File: src/hw/rtl/bmp_pkg.sv
`default_nettype none
// ----------------------------------------------------------------------------
// bmp_pkg
// Shared types and constants of the button menu page controller.
// ----------------------------------------------------------------------------
package bmp_pkg;

	localparam int PAGE_W = 3;
	localparam int MASK_W = 8;
	localparam int TIME_W = 32;
	localparam int CFG_DATA_W = 32;
	localparam int CFG_IDX_W = 3;

	// item operations
	typedef enum logic [1:0] {
		OP_TICK  = 2'd0,
		OP_FLASH = 2'd1,
		OP_CLEAR = 2'd2,
		OP_NONE  = 2'd3
	} opcode_t;

	// configuration register indexes
	typedef enum logic [CFG_IDX_W-1:0] {
		REG_DEBOUNCE   = 3'd0,
		REG_LONG_PRESS = 3'd1,
		REG_IDLE_RET   = 3'd2,
		REG_READY      = 3'd3,
		REG_DEMOD      = 3'd4,
		REG_START_MODE = 3'd5,
		REG_VIEW_LOCK  = 3'd6,
		REG_PIN_LOCK   = 3'd7
	} reg_idx_t;

	// register reset values
	localparam logic [15:0]       DEBOUNCE_RST   = 16'd30;
	localparam logic [15:0]       LONG_PRESS_RST = 16'd800;
	localparam logic [TIME_W-1:0] IDLE_RET_RST   = 32'd20000;
	localparam logic [MASK_W-1:0] READY_RST      = 8'h3F;
	localparam logic [MASK_W-1:0] DEMOD_RST      = 8'hF0;
	localparam logic [PAGE_W-1:0] START_MODE_RST = 3'd4;
	localparam logic [MASK_W-1:0] VIEW_LOCK_RST  = 8'h08;
	localparam logic [MASK_W-1:0] PIN_LOCK_RST   = 8'h30;
	localparam logic [PAGE_W-1:0] STATUS_PAGE    = 3'd0;

	typedef struct packed {
		logic [15:0]       debounce_ms;
		logic [15:0]       long_press_ms;
		logic [TIME_W-1:0] idle_return_ms;
		logic [MASK_W-1:0] ready_mask;
		logic [MASK_W-1:0] demod_mask;
		logic [MASK_W-1:0] view_lock_mask;
		logic [MASK_W-1:0] pin_lock_mask;
	} cfg_t;

	typedef struct packed {
		logic [1:0]        opcode;
		logic [TIME_W-1:0] now_ms;
		logic              button_pressed;
		logic [PAGE_W-1:0] flash_page;
		logic [TIME_W-1:0] hold_ms;
	} item_t;

	typedef struct packed {
		logic [PAGE_W-1:0] cur_page;
		logic [PAGE_W-1:0] cur_mode;
		logic              dirty_flag;
		logic              stable_level;
		logic              raw_level;
		logic [TIME_W-1:0] change_time;
		logic [TIME_W-1:0] down_time;
		logic              long_done;
		logic [TIME_W-1:0] activity_time;
		logic [TIME_W-1:0] hold_deadline;
		logic              pin_flag;
	} state_t;

	typedef struct packed {
		logic [PAGE_W-1:0] page;
		logic [PAGE_W-1:0] mode;
		logic              dirty;
		logic              pinned;
		logic              page_ready;
		logic              short_press;
		logic              long_press;
	} result_t;

endpackage
`default_nettype wire

File: src/hw/rtl/bmp_cfg_regs.sv
`default_nettype none
// ----------------------------------------------------------------------------
// bmp_cfg_regs
// Configuration register file, written through the config write channel.
// ----------------------------------------------------------------------------
module bmp_cfg_regs (
	input  wire logic                            clk,
	input  wire logic                            arst_n,
	input  wire logic                            wr_en,
	input  wire logic [bmp_pkg::CFG_IDX_W-1:0]   wr_index,
	input  wire logic [bmp_pkg::CFG_DATA_W-1:0]  wr_data,
	output bmp_pkg::cfg_t                        cfg
);
	import bmp_pkg::*;

	cfg_t cfg_q;

	// register writes
	always_ff @(posedge clk or negedge arst_n) begin
		if (!arst_n) begin
			cfg_q.debounce_ms    <= DEBOUNCE_RST;
			cfg_q.long_press_ms  <= LONG_PRESS_RST;
			cfg_q.idle_return_ms <= IDLE_RET_RST;
			cfg_q.ready_mask     <= READY_RST;
			cfg_q.demod_mask     <= DEMOD_RST;
			cfg_q.view_lock_mask <= VIEW_LOCK_RST;
			cfg_q.pin_lock_mask  <= PIN_LOCK_RST;
		end else if (wr_en) begin
			unique case (reg_idx_t'(wr_index))
				REG_DEBOUNCE:   cfg_q.debounce_ms    <= wr_data[15:0];
				REG_LONG_PRESS: cfg_q.long_press_ms  <= wr_data[15:0];
				REG_IDLE_RET:   cfg_q.idle_return_ms <= wr_data[TIME_W-1:0];
				REG_READY:      cfg_q.ready_mask     <= wr_data[MASK_W-1:0];
				REG_DEMOD:      cfg_q.demod_mask     <= wr_data[MASK_W-1:0];
				// start mode only matters at reset, and reset restores it too
				REG_START_MODE: ;
				REG_VIEW_LOCK:  cfg_q.view_lock_mask <= wr_data[MASK_W-1:0];
				REG_PIN_LOCK:   cfg_q.pin_lock_mask  <= wr_data[MASK_W-1:0];
			endcase
		end
	end

	assign cfg = cfg_q;

endmodule
`default_nettype wire

File: src/hw/rtl/bmp_step.sv
`default_nettype none
// ----------------------------------------------------------------------------
// bmp_step
// Next-state and result logic for one item: debounce, press handling,
// flash hold and inactivity return.
// ----------------------------------------------------------------------------
module bmp_step #(
	parameter int PAGE_COUNT = 8
) (
	input  wire bmp_pkg::state_t  cur,
	input  wire bmp_pkg::item_t   item,
	input  wire bmp_pkg::cfg_t    cfg,
	output bmp_pkg::state_t       nxt,
	output bmp_pkg::result_t      res
);
	import bmp_pkg::*;

	localparam logic [PAGE_W:0] PAGE_LIMIT = (PAGE_W+1)'(PAGE_COUNT);

	// switch to a page, restarting the inactivity timer
	function automatic state_t show_page(state_t s, logic [PAGE_W-1:0] p,
			logic [TIME_W-1:0] now);
		state_t r;
		r = s;
		if (p != s.cur_page) begin
			r.cur_page   = p;
			r.dirty_flag = 1'b1;
		end
		r.activity_time = now;
		return r;
	endfunction

	state_t            st;
	logic              sp;
	logic              lp;
	logic              locked;
	logic              active;
	logic [PAGE_W:0]   step_wide;
	logic [PAGE_W-1:0] step_page;
	logic [TIME_W-1:0] since_change;
	logic [TIME_W-1:0] since_down;
	logic [TIME_W-1:0] since_hold;
	logic [TIME_W-1:0] since_activity;

	always_comb begin
		st             = cur;
		sp             = 1'b0;
		lp             = 1'b0;
		locked         = 1'b0;
		active         = 1'b0;
		step_wide      = {1'b0, cur.cur_page} + 1'b1;
		step_page      = (step_wide >= PAGE_LIMIT) ? STATUS_PAGE : step_wide[PAGE_W-1:0];
		since_change   = item.now_ms - cur.change_time;
		since_down     = '0;
		since_hold     = '0;
		since_activity = '0;
		unique case (opcode_t'(item.opcode))
			OP_TICK: begin
				// debounce the raw level
				if (item.button_pressed != st.raw_level) begin
					st.raw_level   = item.button_pressed;
					st.change_time = item.now_ms;
				end else if (since_change >= {16'd0, cfg.debounce_ms}
						&& item.button_pressed != st.stable_level) begin
					st.stable_level = item.button_pressed;
					if (item.button_pressed) begin
						st.down_time = item.now_ms;
						st.long_done = 1'b0;
					end else if (!st.long_done) begin
						// short press: step to the next page
						st     = show_page(st, step_page, item.now_ms);
						active = cfg.demod_mask[step_page] & cfg.ready_mask[step_page];
						if (active) begin
							st.cur_mode = step_page;
						end
						st.hold_deadline = '0;
						st.pin_flag      = active;
						sp               = 1'b1;
					end
				end
				// long press fires while held
				since_down = item.now_ms - st.down_time;
				if (st.stable_level && !st.long_done
						&& since_down >= {16'd0, cfg.long_press_ms}) begin
					st.long_done = 1'b1;
					st.cur_mode  = STATUS_PAGE;
					st.pin_flag  = 1'b0;
					st           = show_page(st, STATUS_PAGE, item.now_ms);
					lp           = 1'b1;
				end
				locked = (st.pin_flag & cfg.pin_lock_mask[st.cur_page])
					| cfg.view_lock_mask[st.cur_page];
				// flash hold expiry, signed wrap compare
				since_hold = item.now_ms - st.hold_deadline;
				if (st.hold_deadline != '0 && !since_hold[TIME_W-1]) begin
					st.hold_deadline = '0;
					if (!locked) begin
						st = show_page(st, STATUS_PAGE, item.now_ms);
					end
				end
				// inactivity return
				since_activity = item.now_ms - st.activity_time;
				if (st.hold_deadline == '0 && st.cur_page != STATUS_PAGE && !locked
						&& since_activity >= cfg.idle_return_ms) begin
					st = show_page(st, STATUS_PAGE, item.now_ms);
				end
			end
			OP_FLASH: begin
				if (st.cur_mode == item.flash_page) begin
					st               = show_page(st, item.flash_page, item.now_ms);
					st.hold_deadline = item.now_ms + item.hold_ms;
				end
			end
			OP_CLEAR: begin
				st.dirty_flag = 1'b0;
			end
			OP_NONE: ;
		endcase
	end

	assign nxt = st;

	// result from the updated state
	assign res.page        = st.cur_page;
	assign res.mode        = st.cur_mode;
	assign res.dirty       = st.dirty_flag;
	assign res.pinned      = st.pin_flag;
	assign res.page_ready  = cfg.ready_mask[st.cur_page];
	assign res.short_press = sp;
	assign res.long_press  = lp;

endmodule
`default_nettype wire

File: src/hw/rtl/button_menu_page_controller.sv
`default_nettype none
// ----------------------------------------------------------------------------
// button_menu_page_controller
// Button-driven menu page controller with debounce, short and long press,
// flash hold and inactivity return to the status page.
// ----------------------------------------------------------------------------
// Takes one item per clock while results are drained, and gives one result per
// item: the item is registered, then the step logic computes the new controller
// state and the result in one pass, which load the state registers and the
// result register at the same edge. The next item sees that state at once, so
// items stream at full rate; a stalled result holds one item in the input
// register and drops in_ready only when both registers are full.
// Configuration writes are always accepted; start_mode takes effect only
// through its reset value.
module button_menu_page_controller #(
	parameter int PAGE_COUNT = 8
) (
	input  wire logic                            clk,
	input  wire logic                            arst_n,
	// input items
	input  wire logic                            in_valid,
	output logic                                 in_ready,
	input  wire logic [1:0]                      opcode,
	input  wire logic [bmp_pkg::TIME_W-1:0]      now_ms,
	input  wire logic                            button_pressed,
	input  wire logic [bmp_pkg::PAGE_W-1:0]      flash_page,
	input  wire logic [bmp_pkg::TIME_W-1:0]      hold_ms,
	// result items
	output logic                                 out_valid,
	input  wire logic                            out_ready,
	output logic [bmp_pkg::PAGE_W-1:0]           page,
	output logic [bmp_pkg::PAGE_W-1:0]           mode,
	output logic                                 dirty,
	output logic                                 pinned,
	output logic                                 page_ready,
	output logic                                 short_press,
	output logic                                 long_press,
	// configuration writes
	input  wire logic                            cfg_valid,
	output logic                                 cfg_ready,
	input  wire logic [bmp_pkg::CFG_IDX_W-1:0]   cfg_index,
	input  wire logic [bmp_pkg::CFG_DATA_W-1:0]  cfg_data
);
	import bmp_pkg::*;

	cfg_t    cfg;
	state_t  state_q;
	state_t  state_nxt;
	item_t   item_s1;
	logic    valid_s1;
	result_t res_nxt;
	result_t res_s2;
	logic    valid_s2;
	logic    advance;
	logic    in_take;

	assign cfg_ready = 1'b1;

	bmp_cfg_regs u_cfg (
		.clk      (clk),
		.arst_n   (arst_n),
		.wr_en    (cfg_valid & cfg_ready),
		.wr_index (cfg_index),
		.wr_data  (cfg_data),
		.cfg      (cfg)
	);

	bmp_step #(
		.PAGE_COUNT (PAGE_COUNT)
	) u_step (
		.cur  (state_q),
		.item (item_s1),
		.cfg  (cfg),
		.nxt  (state_nxt),
		.res  (res_nxt)
	);

	// flow control between input and result registers
	assign advance  = valid_s1 & (~valid_s2 | out_ready);
	assign in_ready = ~valid_s1 | advance;
	assign in_take  = in_valid & in_ready;

	// input register
	always_ff @(posedge clk or negedge arst_n) begin
		if (!arst_n) begin
			valid_s1 <= 1'b0;
		end else if (in_take) begin
			valid_s1 <= 1'b1;
		end else if (advance) begin
			valid_s1 <= 1'b0;
		end
	end

	always_ff @(posedge clk) begin
		if (in_take) begin
			item_s1.opcode         <= opcode;
			item_s1.now_ms         <= now_ms;
			item_s1.button_pressed <= button_pressed;
			item_s1.flash_page     <= flash_page;
			item_s1.hold_ms        <= hold_ms;
		end
	end

	// controller state
	always_ff @(posedge clk or negedge arst_n) begin
		if (!arst_n) begin
			state_q.cur_page      <= STATUS_PAGE;
			state_q.cur_mode      <= START_MODE_RST;
			state_q.dirty_flag    <= 1'b1;
			state_q.stable_level  <= 1'b0;
			state_q.raw_level     <= 1'b0;
			state_q.change_time   <= '0;
			state_q.down_time     <= '0;
			state_q.long_done     <= 1'b0;
			state_q.activity_time <= '0;
			state_q.hold_deadline <= '0;
			state_q.pin_flag      <= 1'b0;
		end else if (advance) begin
			state_q <= state_nxt;
		end
	end

	// result register
	always_ff @(posedge clk or negedge arst_n) begin
		if (!arst_n) begin
			valid_s2 <= 1'b0;
		end else if (advance) begin
			valid_s2 <= 1'b1;
		end else if (out_ready) begin
			valid_s2 <= 1'b0;
		end
	end

	always_ff @(posedge clk) begin
		if (advance) begin
			res_s2 <= res_nxt;
		end
	end

	assign out_valid   = valid_s2;
	assign page        = res_s2.page;
	assign mode        = res_s2.mode;
	assign dirty       = res_s2.dirty;
	assign pinned      = res_s2.pinned;
	assign page_ready  = res_s2.page_ready;
	assign short_press = res_s2.short_press;
	assign long_press  = res_s2.long_press;

endmodule
`default_nettype wire

File: config.mk
export PLATFORM = sky130hd
export DESIGN_NAME = button_menu_page_controller
export DESIGN_NICKNAME = d
export VERILOG_FILES = /design/src/hw/rtl/bmp_pkg.sv /design/src/hw/rtl/bmp_cfg_regs.sv /design/src/hw/rtl/bmp_step.sv /design/src/hw/rtl/button_menu_page_controller.sv
export SDC_FILE = /design/constraint.sdc
export NUM_CORES = 1
export LEC_CHECK = 0
export BUFFER_PORTS_ARGS = -buffer_cell sky130_fd_sc_hd__buf_4
export CAP_MARGIN = 10
export CELL_PAD_IN_SITES_DETAIL_PLACEMENT = 0
export CELL_PAD_IN_SITES_GLOBAL_PLACEMENT = 1
export CORE_UTILIZATION = 50
export CTS_CLUSTER_SIZE = 14
export DETAILED_ROUTE_END_ITERATION = 10
export HOLD_SLACK_MARGIN = 0.15
export PLACE_DENSITY = 0.9
export SYNTH_ARGS = -nofsm -noshare
export SYNTH_HDL_FRONTEND = slang
export SYNTH_HIERARCHICAL = 1
export SYNTH_SLANG_ARGS = --single-unit
File: constraint.sdc
create_clock -name clk -period 20.7 [get_ports clk]
set_clock_uncertainty 0.1 [all_clocks]
set_input_delay 4.14 -clock clk [delete_from_list [all_inputs] [get_ports clk]]
set_output_delay 4.14 -clock clk [all_outputs]
set_load 0.005 [all_outputs]
==> impl_metrics.py, run 1 <==
metrics = {
    "status": {
        "status": "complete, no violations",
    },
    "setup_path": {
        "cp-end-kind": "flop",
        "cp.required_ns": 21.07,
        "crit_arrival_ns": 19.28,
        "cp-start-kind": "flop",
        "cpMaxStageDelayCell": "edfxtp_1",
        "path_delay_family": "compound AO/OA/AOI/OAI gates",
        "criticalPathCategory": "reg -> reg",
        "startpoint": "item_s1[37]$_DFFE_PP_",
        "crit_buf_inv": 5,
        "path_max_fanout": 34,
        "path_common_cell": "o21ai_0",
        "reg2reg_from": "item_s1[37]$_DFFE_PP_",
        "critPathMaxStageDelay_ns": 0.68,
    },
    "floorplanning": {
        "coreArea_um2": 47950,
        "dieWidth_um": 223.2,
        "design.portCount": 124,
        "fp-row-count": 80,
        "start_util_pct": 51.01,
        "die_h_um": 223.2,
        "dieArea_um2": 49800,
    },
    "cts": {
        "numCtsBuffers": 39,
        "clock_path_buffers": 3,
        "cts_root_buffer": "clkbuf_16",
        "cts_tree": "done",
        "htree_levels": 2,
        "post_cts_buffers": 0,
        "clkSinkCount": 318,
        "clk_pin_slew_worst_paths_ns": 0.06,
        "clk_latency_ns": 0.59,
        "post_cts_resized": 0,
        "postCtsHoldBufs": 0,
    },
    "placement": {
        "post-place-ws_ns": 2.086,
        "gp_congestion": 0.9201,
        "place_inst": 3092,
        "dp_hpwl_mm": 47.88,
        "io_buffer_count": 122,
    },
    "timing": {
        "fmax_mhz": 52.87,
        "finalCritPeriodShare_pct": 91.38,
        "fin_ws_ns": 1.784,
        "setup_viol": 0,
        "worst_pin_slew_ns": 1.148,
        "drv_slew": 0,
        "grt_setup_unrepaired": "no",
        "final.setup.tns_ns": 0,
        "relSlewSlack_pct": 23.12,
        "period_needed_ns": 18.92,
        "final_hold_viol_count": 0,
    },
    "logic_synthesis": {
        "synth_nets": 2761,
        "synth_seq_cells": 318,
        "syn_avg_cell_area_um2": 10.09,
        "ys_warn_count": 6,
        "muxShareOfSynthArea_pct": 17.94,
        "async_reset_ff_share_pct": 74.53,
        "ys.flop_type": "dfrtp_1",
        "yosys.area_share.xor_xnor_pct": 3.438,
        "synth.distinct_cells": 95,
        "synth_top_family_by_area": "multiplexers",
        "netlist_area_um2": 24460,
        "synth_seq_area_share_pct": 34.33,
        "synth_fa_ha_area_share_pct": 11.68,
        "synth_compound_area_share_pct": 16.77,
        "synthSimpleGateAreaFrac_pct": 10.78,
        "syn_inst": 2425,
        "synth_edf_count": 81,
    },
    "finish": {
        "antenna_cells": 0,
        "layout.nets": 2854,
        "n_fill_cell": 4043,
        "syn_to_final_growth_pct": 11.32,
        "instances_no_fill": 3164,
        "finalCoreUtilization_pct": 56.79,
        "multi_input_area_um2": 14880,
        "register_area_um2": 8397,
        "drive_gt1_share_pct": 21.66,
    },
    "pwr": {
        "max-vdd-ir-drop_mv": 0.07362,
        "p_per_area_nw_per_um2": 162.7,
        "p_leak_uw": 0.01216,
        "p_total_uw": 4431,
    },
    "routing": {
        "finalWirelength_mm": 65.97,
        "drt_iter0_markers": 1252,
        "drc_errors": 0,
        "drtAntennaViolNets": 0,
        "num_vias": 19560,
        "wl_per_cell_um": 20.85,
        "viasPerCell": 6.183,
        "firstDrtPassIters": 5,
    },
    "flow_run": {
        "drv_cap": 0,
    },
    "grt": {
        "antenna_found_initial": 1,
        "grt_pass1_vias": 19900,
        "grt_usage_pct": 26.58,
        "grt_max_degree": 102,
        "grt-ovfl-total": 0,
        "grt_pass1_wl_mm": 105.5,
    },
    "min_path": {
        "worstHoldPathType": "reg -> reg",
        "min-delay-start": "u_cfg/cfg[34]$_DFFE_PN0P_",
    },
}
-- routing by layer --
layer,routed length (um),track usage (%),vias to the layer above
met4,2199,9.499,0
met3,3694,3.740,143
met2,30860,44.24,631
li1,-,-,9166
met5,0,0,-
met1,29220,35.25,9623
-- power breakdown --
part	total [uW]	switching, uW	internal [uW]
combinational	2700	1450	1240
sequential	1000	163	838
clock	734	293	441
-- cells by family after synthesis --
group / count (synthesis)
and+or+nand+nor: 545
adders and majority gates: 226
DFF: 318
buffers and inverters: 267
AOI/OAI and AO/OA: 611
muxes: 361
xor gates and xnor gates: 96
other: 1
-- cell usage in the layout, fill, tap and decap left out, types with 35 or more instances in the layout --
master     count
mux2i_1       75
o21ai_0      163
nand2_1      216
nor2_1        92
dfrtp_1      210
ha_1         222
xnor2_1       66
clkbuf_16     39
inv_1        154
nand3_1       35
edfxtp_1      81
a21o_1        54
buf_4        164
mux2_2       166
mux2_4       105
a21oi_1      111
-- stage by stage --
step / cell area [um^2] / hold slack (ns)
CTS: 27230 / 0.3916
global route: 27230 / 0.4116
floorplan: 24460 / 0.3466
global placement: 25870 / 0.3730
finish: 27230 / 0.3908
detailed placement: 25870 / 0.3785
-- final timing paths --
| check | endpoint | slack, ns | cells past startpoint |
|---|---|---|---|
| min | u_cfg/cfg[34]$_DFFE_PN0P_ | 0.39 | 1 |
| min in group asynchronous | state_q[105]$_DFFE_PN0P_ | 3.54 | 1 |
| max | state_q[59]$_DFFE_PN0P_ | 1.78 | 80 |
| max in group asynchronous | valid_s1$_DFFE_PN0P_ | 14.64 | 3 |
| max reg2reg | state_q[59]$_DFFE_PN0P_ | 1.78 | 80 |
| min reg2reg | u_cfg/cfg[34]$_DFFE_PN0P_ | 0.39 | 1 |
-- cells in the mapped netlist, types with 16 or more instances --
master    instances  area [um^2]
ha_1            222         2778
nand2_1         216        810.8
dfrtp_1         210         5255
mux2_2          166         1869
o21ai_0         163        815.8
inv_1           154        578.1
a21oi_1         111        555.5
mux2_4          105         1577
nor2_1           94        352.8
edfxtp_1         81         2432
mux2i_1          75        750.7
xnor2_1          66        578.1
clkbuf_1         57        214.0
a21o_1           54        405.4
nand3_1          35        175.2
nand2b_1         32        200.2
nor3_1           30        150.1
xor2_1           30        262.8
a22oi_1          28        210.2
dfstp_2          27        709.4
nand4_1          27        168.9
o221ai_1         27        236.5
a22o_1           26        227.7
a31oi_1          23        143.9
o21a_1           23        172.7
buf_2            21        105.1
and3_1           20        125.1
buf_4            18        135.1
nor2b_1          18        112.6
buf_6            16        180.2
-- registers in the layout, indices dropped and copies added (netlist names) --
signal,flops
page,3
item_s1,70
pinned,1
out_valid,1
mode,3
dirty,1
short_press,1
page_ready,1
state_q,139
u_cfg/cfg,96
valid_s1,1
long_press,1
-- final cells by class --
| class | count | area share [%] |
|---|---|---|
| Inverter | 154 | 2.123 |
| Sequential cell | 318 | 30.84 |
| Clock inverter | 20 | 1.057 |
| Tap cell | 615 | 2.826 |
| Multi-Input combinational cell | 1840 | 54.67 |
| Timing Repair Buffer | 165 | 4.577 |
| Clock buffer | 52 | 3.911 |
Note: power is estimated with default switching activity, not from simulation.
==> run 2: changes to the inputs <==
Settings changed: CORE_UTILIZATION 50 to 49, PLACE_DENSITY 0.9 to 0.89, SYNTH_HIERARCHICAL 1 to unset.
==> impl_metrics.py, run 2 <==
metrics = {
    "status": {
        "status": "complete, no violations",
    },
    "cts": {
        "clk_latency_ns": 0.58,
        "cts_tree": "done",
        "clkSinkCount": 318,
        "postCtsHoldBufs": 0,
        "htree_levels": 2,
        "post_cts_buffers": 0,
        "post_cts_resized": 0,
        "clk_pin_slew_worst_paths_ns": 0.06,
        "cts_root_buffer": "clkbuf_16",
        "clock_path_buffers": 3,
        "numCtsBuffers": 41,
    },
    "placement": {
        "io_buffer_count": 122,
        "gp_congestion": 0.8989,
        "place_area_um2": 23630,
        "dp_hpwl_mm": 41.03,
        "place_inst": 2894,
    },
    "routing": {
        "wl_per_cell_um": 18.44,
        "drc_errors": 0,
        "firstDrtPassIters": 5,
        "viasPerCell": 5.811,
        "drtAntennaViolNets": 0,
        "drt_iter0_markers": 958,
        "num_vias": 17250,
        "finalWirelength_mm": 54.75,
    },
    "grt": {
        "grt_max_degree": 98,
        "grt-ovfl-total": 0,
        "grt_usage_pct": 24.44,
        "grt_pass1_wl_mm": 87.65,
        "antenna_found_initial": 0,
        "grt_pass1_vias": 17100,
    },
    "setup_path": {
        "crit_arrival_ns": 19.37,
        "cp-start-kind": "flop",
        "path_common_cell": "a21oi_1",
        "cp.required_ns": 21.04,
        "crit_buf_inv": 4,
        "cpMaxStageDelayCell": "edfxtp_1",
        "path_max_fanout": 32,
        "path_delay_family": "compound AO/OA/AOI/OAI gates",
        "criticalPathCategory": "reg -> reg",
        "cp-end-kind": "flop",
        "critPathMaxStageDelay_ns": 0.65,
    },
    "finish": {
        "final_area_um2": 24990,
        "syn_to_final_growth_pct": 13.71,
        "instances_no_fill": 2969,
        "finalCoreUtilization_pct": 56.52,
        "drive_gt1_share_pct": 17.80,
        "antenna_cells": 0,
        "n_fill_cell": 3825,
        "largest_reg_flops": 139,
        "register_area_um2": 8397,
        "layout.nets": 2679,
        "final_cell_mix": "ha_1 (220), dfrtp_1 (210), nand2_1 (196)",
        "multi_input_area_um2": 12750,
        "regMostFlops": "state_q",
        "final_common_cell": "ha_1",
    },
    "floorplanning": {
        "design.portCount": 124,
        "coreArea_um2": 44220,
        "dieArea_um2": 45710,
        "dieWidth_um": 213.8,
        "die_h_um": 213.8,
        "fp-row-count": 77,
        "start_util_pct": 49.70,
    },
    "pwr": {
        "p_per_area_nw_per_um2": 153.6,
        "max-vdd-ir-drop_mv": 0.06876,
        "p_leak_uw": 0.01131,
    },
    "logic_synthesis": {
        "synth_nets": 2547,
        "ys.flop_type": "dfrtp_1",
        "synth_seq_cells": 318,
        "netlist_area_um2": 21980,
        "syn_avg_cell_area_um2": 9.932,
        "synth.distinct_cells": 97,
        "synth_seq_area_share_pct": 38.20,
        "synth_edf_count": 81,
        "syn_inst": 2213,
        "ys_warn_count": 0,
        "yosysTopAreaCellShare_pct": 23.91,
        "synth.most_common_cell": "ha_1",
        "async_reset_ff_share_pct": 74.53,
        "synth_area_leaders": "dfrtp_1 (24%), ha_1 (13%), edfxtp_1 (11%), mux2_2 (5.5%), mux2i_1 (3.7%)",
        "synthTopCellsByCount": "ha_1 (220), dfrtp_1 (210), nand2_1 (196)",
        "yosys.area.top_type": "dfrtp_1",
    },
    "timing": {
        "hold_slack_ns": 0.3888,
        "final_hold_viol_count": 0,
        "drv_slew": 0,
        "fmax_mhz": 52.55,
        "setup_viol": 0,
        "grt_setup_unrepaired": "no",
        "period_needed_ns": 19.03,
        "finalCritPeriodShare_pct": 91.92,
        "final.setup.tns_ns": 0,
        "worst_pin_slew_ns": 1.217,
        "relSlewSlack_pct": 18.71,
    },
    "min_path": {
        "worstHoldPathType": "reg -> reg",
    },
    "flow_run": {
        "drv_cap": 0,
    },
}
-- run 2: cell count changes after synthesis, moves of 15 or more --
cell	previous run	this run
o221ai_1	27	1
mux2_2	166	108
nor2_1	94	113
nand2_1	216	196
mux2_4	105	32
a21oi_1	111	142
nor3_1	30	49
nor2b_1	18	36
o21ai_0	163	136
buf_4	18	3
a22oi_1	28	2
-- run 2: cell type report --
cell class              instances  share of cell area, %
clock buffers                  50                  4.406
clock inverters                25                  1.066
inverters                     154                  2.313
multi-input cells            1677                  51.03
flip-flops and latches        318                  33.60
well taps                     592                  2.964
repair buffers                153                  4.626
-- run 2: per-layer routing --
metal / routed length [um] / GRT usage (%) / part of all wire, %
met5: 0 / 0 / 0
met4: 1923 / 9.138 / 3.5
met3: 2204 / 3.779 / 4.0
met2: 26040 / 41.60 / 48
met1: 24580 / 31.30 / 45
-- run 2: cells by family after synthesis --
logic type               Yosys count  synth area share (%)
flip-flops                       318                 38.20
XOR/XNOR                          97                 3.899
multiplexers                     223                 11.51
buffers and inverters            218                 3.916
other                              1               0.01706
AO/OA/AOI/OAI                    561                 16.88
adder cells (fa/ha/maj)          224                 12.89
AND/OR/NAND/NOR                  571                 12.69
-- run 2: per-stage QoR --
stage,setup slack (ns),total power (uW)
after global routing,0.2264,4164
after CTS,1.744,3853
final,1.672,3838
after global placement,2.251,3044
after floorplan,4.444,2598
after detailed placement,1.862,3100
-- run 2: where the power goes --
part / total (uW) / leakage, uW / internal, uW / switching [uW]
Clock: 724 / 0.000668 / 441 / 283
Sequential: 920 / 0.00368 / 819 / 102
Combinational: 2190 / 0.00697 / 987 / 1210
-- run 2: path summary, 6_finish.rpt --
kind / endpoint / slack, ns / from / cells after the start
setup / recovery: state_q[60]$_DFFE_PN0P_ / 1.67 / item_s1[37]$_DFFE_PP_ / 78
hold / removal: state_q[130]$_DFFE_PN0P_ / 0.39 / state_q[130]$_DFFE_PN0P_ / 2
setup reg to reg: state_q[60]$_DFFE_PN0P_ / 1.67 / item_s1[37]$_DFFE_PP_ / 78
hold reg to reg: state_q[130]$_DFFE_PN0P_ / 0.39 / state_q[130]$_DFFE_PN0P_ / 2
max in group asynchronous: state_q[86]$_DFFE_PN0P_ / 15.59 / arst_n / 2
min in group asynchronous: u_cfg.cfg[16]$_DFFE_PN0P_ / 3.49 / arst_n / 1
-- run 2: worst min-delay path, cell delays in order (launching register included) --
cell	delay, ns
dfrtp_1	0.34
nand2_1	0.05
o21ai_0	0.06
==> run 3: changes to the inputs <==
Settings changed: BUFFER_PORTS_ARGS -buffer_cell sky130_fd_sc_hd__buf_4 to unset, CORE_UTILIZATION 49 to 50, DONT_BUFFER_PORTS set to 1, PLACE_DENSITY 0.89 to 0.87.
==> impl_metrics.py, run 3 (same netlist as run 2, synthesis figures left out) <==
metrics = {
    "routing": {
        "drtAntennaViolNets": 0,
        "drc_errors": 0,
        "viasPerCell": 5.856,
        "drt_iter0_markers": 1014,
        "num_vias": 16610,
        "wl_per_cell_um": 18.87,
        "finalWirelength_mm": 53.51,
        "firstDrtPassIters": 5,
    },
    "finish": {
        "final_area_um2": 23990,
        "syn_to_final_growth_pct": 9.142,
        "antenna_cells": 0,
        "final_cell_mix": "ha_1 (220), dfrtp_1 (210), nand2_1 (196)",
        "regMostFlops": "state_q",
        "largest_reg_flops": 139,
        "drive_gt1_share_pct": 13.06,
        "n_fill_cell": 3876,
        "layout.nets": 2555,
        "final_common_cell": "ha_1",
    },
    "grt": {
        "grt_pass1_vias": 16520,
        "grt-ovfl-total": 0,
        "grt_max_degree": 238,
        "grt_pass1_wl_mm": 85.37,
        "grt_usage_pct": 24.21,
        "antenna_found_initial": 0,
    },
    "setup_path": {
        "startpoint": "item_s1[37]$_DFFE_PP_",
        "cp.required_ns": 21.05,
        "reg2reg_from": "item_s1[37]$_DFFE_PP_",
        "criticalPathCategory": "reg -> reg",
        "path_max_fanout": 18,
        "critPathMaxStageDelay_ns": 0.67,
        "cp-end-kind": "flop",
        "path_common_cell": "nor2_1",
        "cpMaxStageDelayCell": "edfxtp_1",
        "cp-start-kind": "flop",
        "crit_arrival_ns": 19.45,
    },
    "timing": {
        "worst_pin_slew_ns": 0.9159,
        "setup_viol": 0,
        "final.setup.tns_ns": 0,
        "final_hold_viol_count": 0,
        "period_needed_ns": 19.10,
        "drv_slew": 0,
        "grt_setup_unrepaired": "no",
        "finalCritPeriodShare_pct": 92.29,
        "fmax_mhz": 52.34,
        "relSlewSlack_pct": 38.94,
    },
    "status": {
        "status": "complete, no violations",
    },
    "min_path": {
        "min-delay-start": "state_q[113]$_DFFE_PN0P_",
        "worstHoldPathType": "reg -> reg",
    },
    "placement": {
        "io_buffer_count": 0,
        "dp_hpwl_mm": 40.20,
        "gp_congestion": 0.9125,
        "place_area_um2": 22660,
    },
    "pwr": {
        "pwr-share-clk_pct": 18.4,
        "comb_power_share_pct": 57.1,
        "p_seq_share_pct": 24.5,
        "p_sw_share_pct": 41.55,
        "p_per_area_nw_per_um2": 157.6,
        "p_sw_uw": 1570,
        "p_int_uw": 2209,
        "p_leak_uw": 0.01069,
        "max-vdd-ir-drop_mv": 0.08077,
        "p_total_uw": 3780,
    },
    "floorplanning": {
        "die_h_um": 211.7,
        "start_util_pct": 50.91,
        "design.portCount": 124,
        "dieArea_um2": 44800,
        "dieWidth_um": 211.7,
        "coreArea_um2": 43170,
        "fp-row-count": 76,
    },
    "cts": {
        "htree_levels": 2,
        "cts_root_buffer": "clkbuf_16",
        "cts_tree": "done",
        "clkSinkCount": 318,
        "clock_path_buffers": 3,
        "clk_latency_ns": 0.57,
        "clk_pin_slew_worst_paths_ns": 0.06,
        "post_cts_resized": 0,
        "numCtsBuffers": 38,
    },
    "flow_run": {
        "drv_cap": 0,
    },
}
## run 3: cell count changes in the layout (fill, tap and decap cells not counted)
cell and delta:
buf_4 -120, clkinv_2 -6, clkbuf_1 +4, clkbuf_16 -3, inv_6 +2, buf_8 -1
clkbuf_8 +1, clkinv_1 -1, clkinv_4 -1, clkinvlp_4 -1
## run 3: stage by stage
step                      hold slack [ns]  utilization, %  setup slack, ns  std cells
after floorplan                    0.3498               -            4.444       2213
after global placement             0.3671           52.50            2.048       2761
after detailed placement           0.3892           52.50            1.431       2761
after CTS                          0.4050           55.48            1.270       2831
after global routing               0.4184           55.57           0.1029       2836
final                              0.4029           55.57            1.595       2836
## run 3: final timing paths
check | end | slack [ns] | cells after the start
setup reg to reg | state_q[33]$_DFFE_PN0P_ | 1.60 | 76
setup / recovery | state_q[33]$_DFFE_PN0P_ | 1.60 | 76
hold / removal | state_q[113]$_DFFE_PN0P_ | 0.40 | 1
min in group asynchronous | u_cfg.cfg[18]$_DFFE_PN0P_ | 3.19 | 0
max in group asynchronous | state_q[138]$_DFFE_PN0P_ | 16.59 | 0
hold reg to reg | state_q[113]$_DFFE_PN0P_ | 0.40 | 1
## run 3: per-layer routing
metal / track usage, % / up-vias / share of wire (%)
li1: - / 8135 / -
met1: 31.08 / 8050 / 45
met2: 41.86 / 338 / 48
met3: 3.234 / 85 / 4.2
met4: 8.171 / 0 / 2.6
met5: 0 / - / 0
## run 3: cell type report
type	instances	area, um^2	share of cell area [%]
tap	585	732.0	3.051
clock buffer	52	1055	4.397
multi-input combinational	1677	12750	53.16
inverter	154	578.1	2.410
timing repair buffer	32	240.2	1.001
sequential	318	8397	35.00
clock inverter	18	234.0	0.9753
## run 3: timing repair
action | in CTS | in global routing
hold buffers | 0 | 0
buffers inserted | 0 | 5
setup endpoints to repair | 0 | 14
## run 3: worst max-delay path: cells and delay by family (launching register included)
kind,cells,cell delay (ns)
compound gates,32,7.47
simple gates,28,6.45
fa+ha+maj,6,2.02
buf+inv,4,0.96
mux,3,0.79
flops,1,0.67
xor+xnor,3,0.49
## run 3: power groups by stage
stage | logic [uW] | clock network [uW] | registers [uW]
finish | 2160 | 694 | 926
global route | 2410 | 732 | 947
CTS | 2160 | 710 | 925
detailed placement | 2140 | 0 | 936
global placement | 2090 | 0 | 928
floorplan | 1700 | 0 | 894
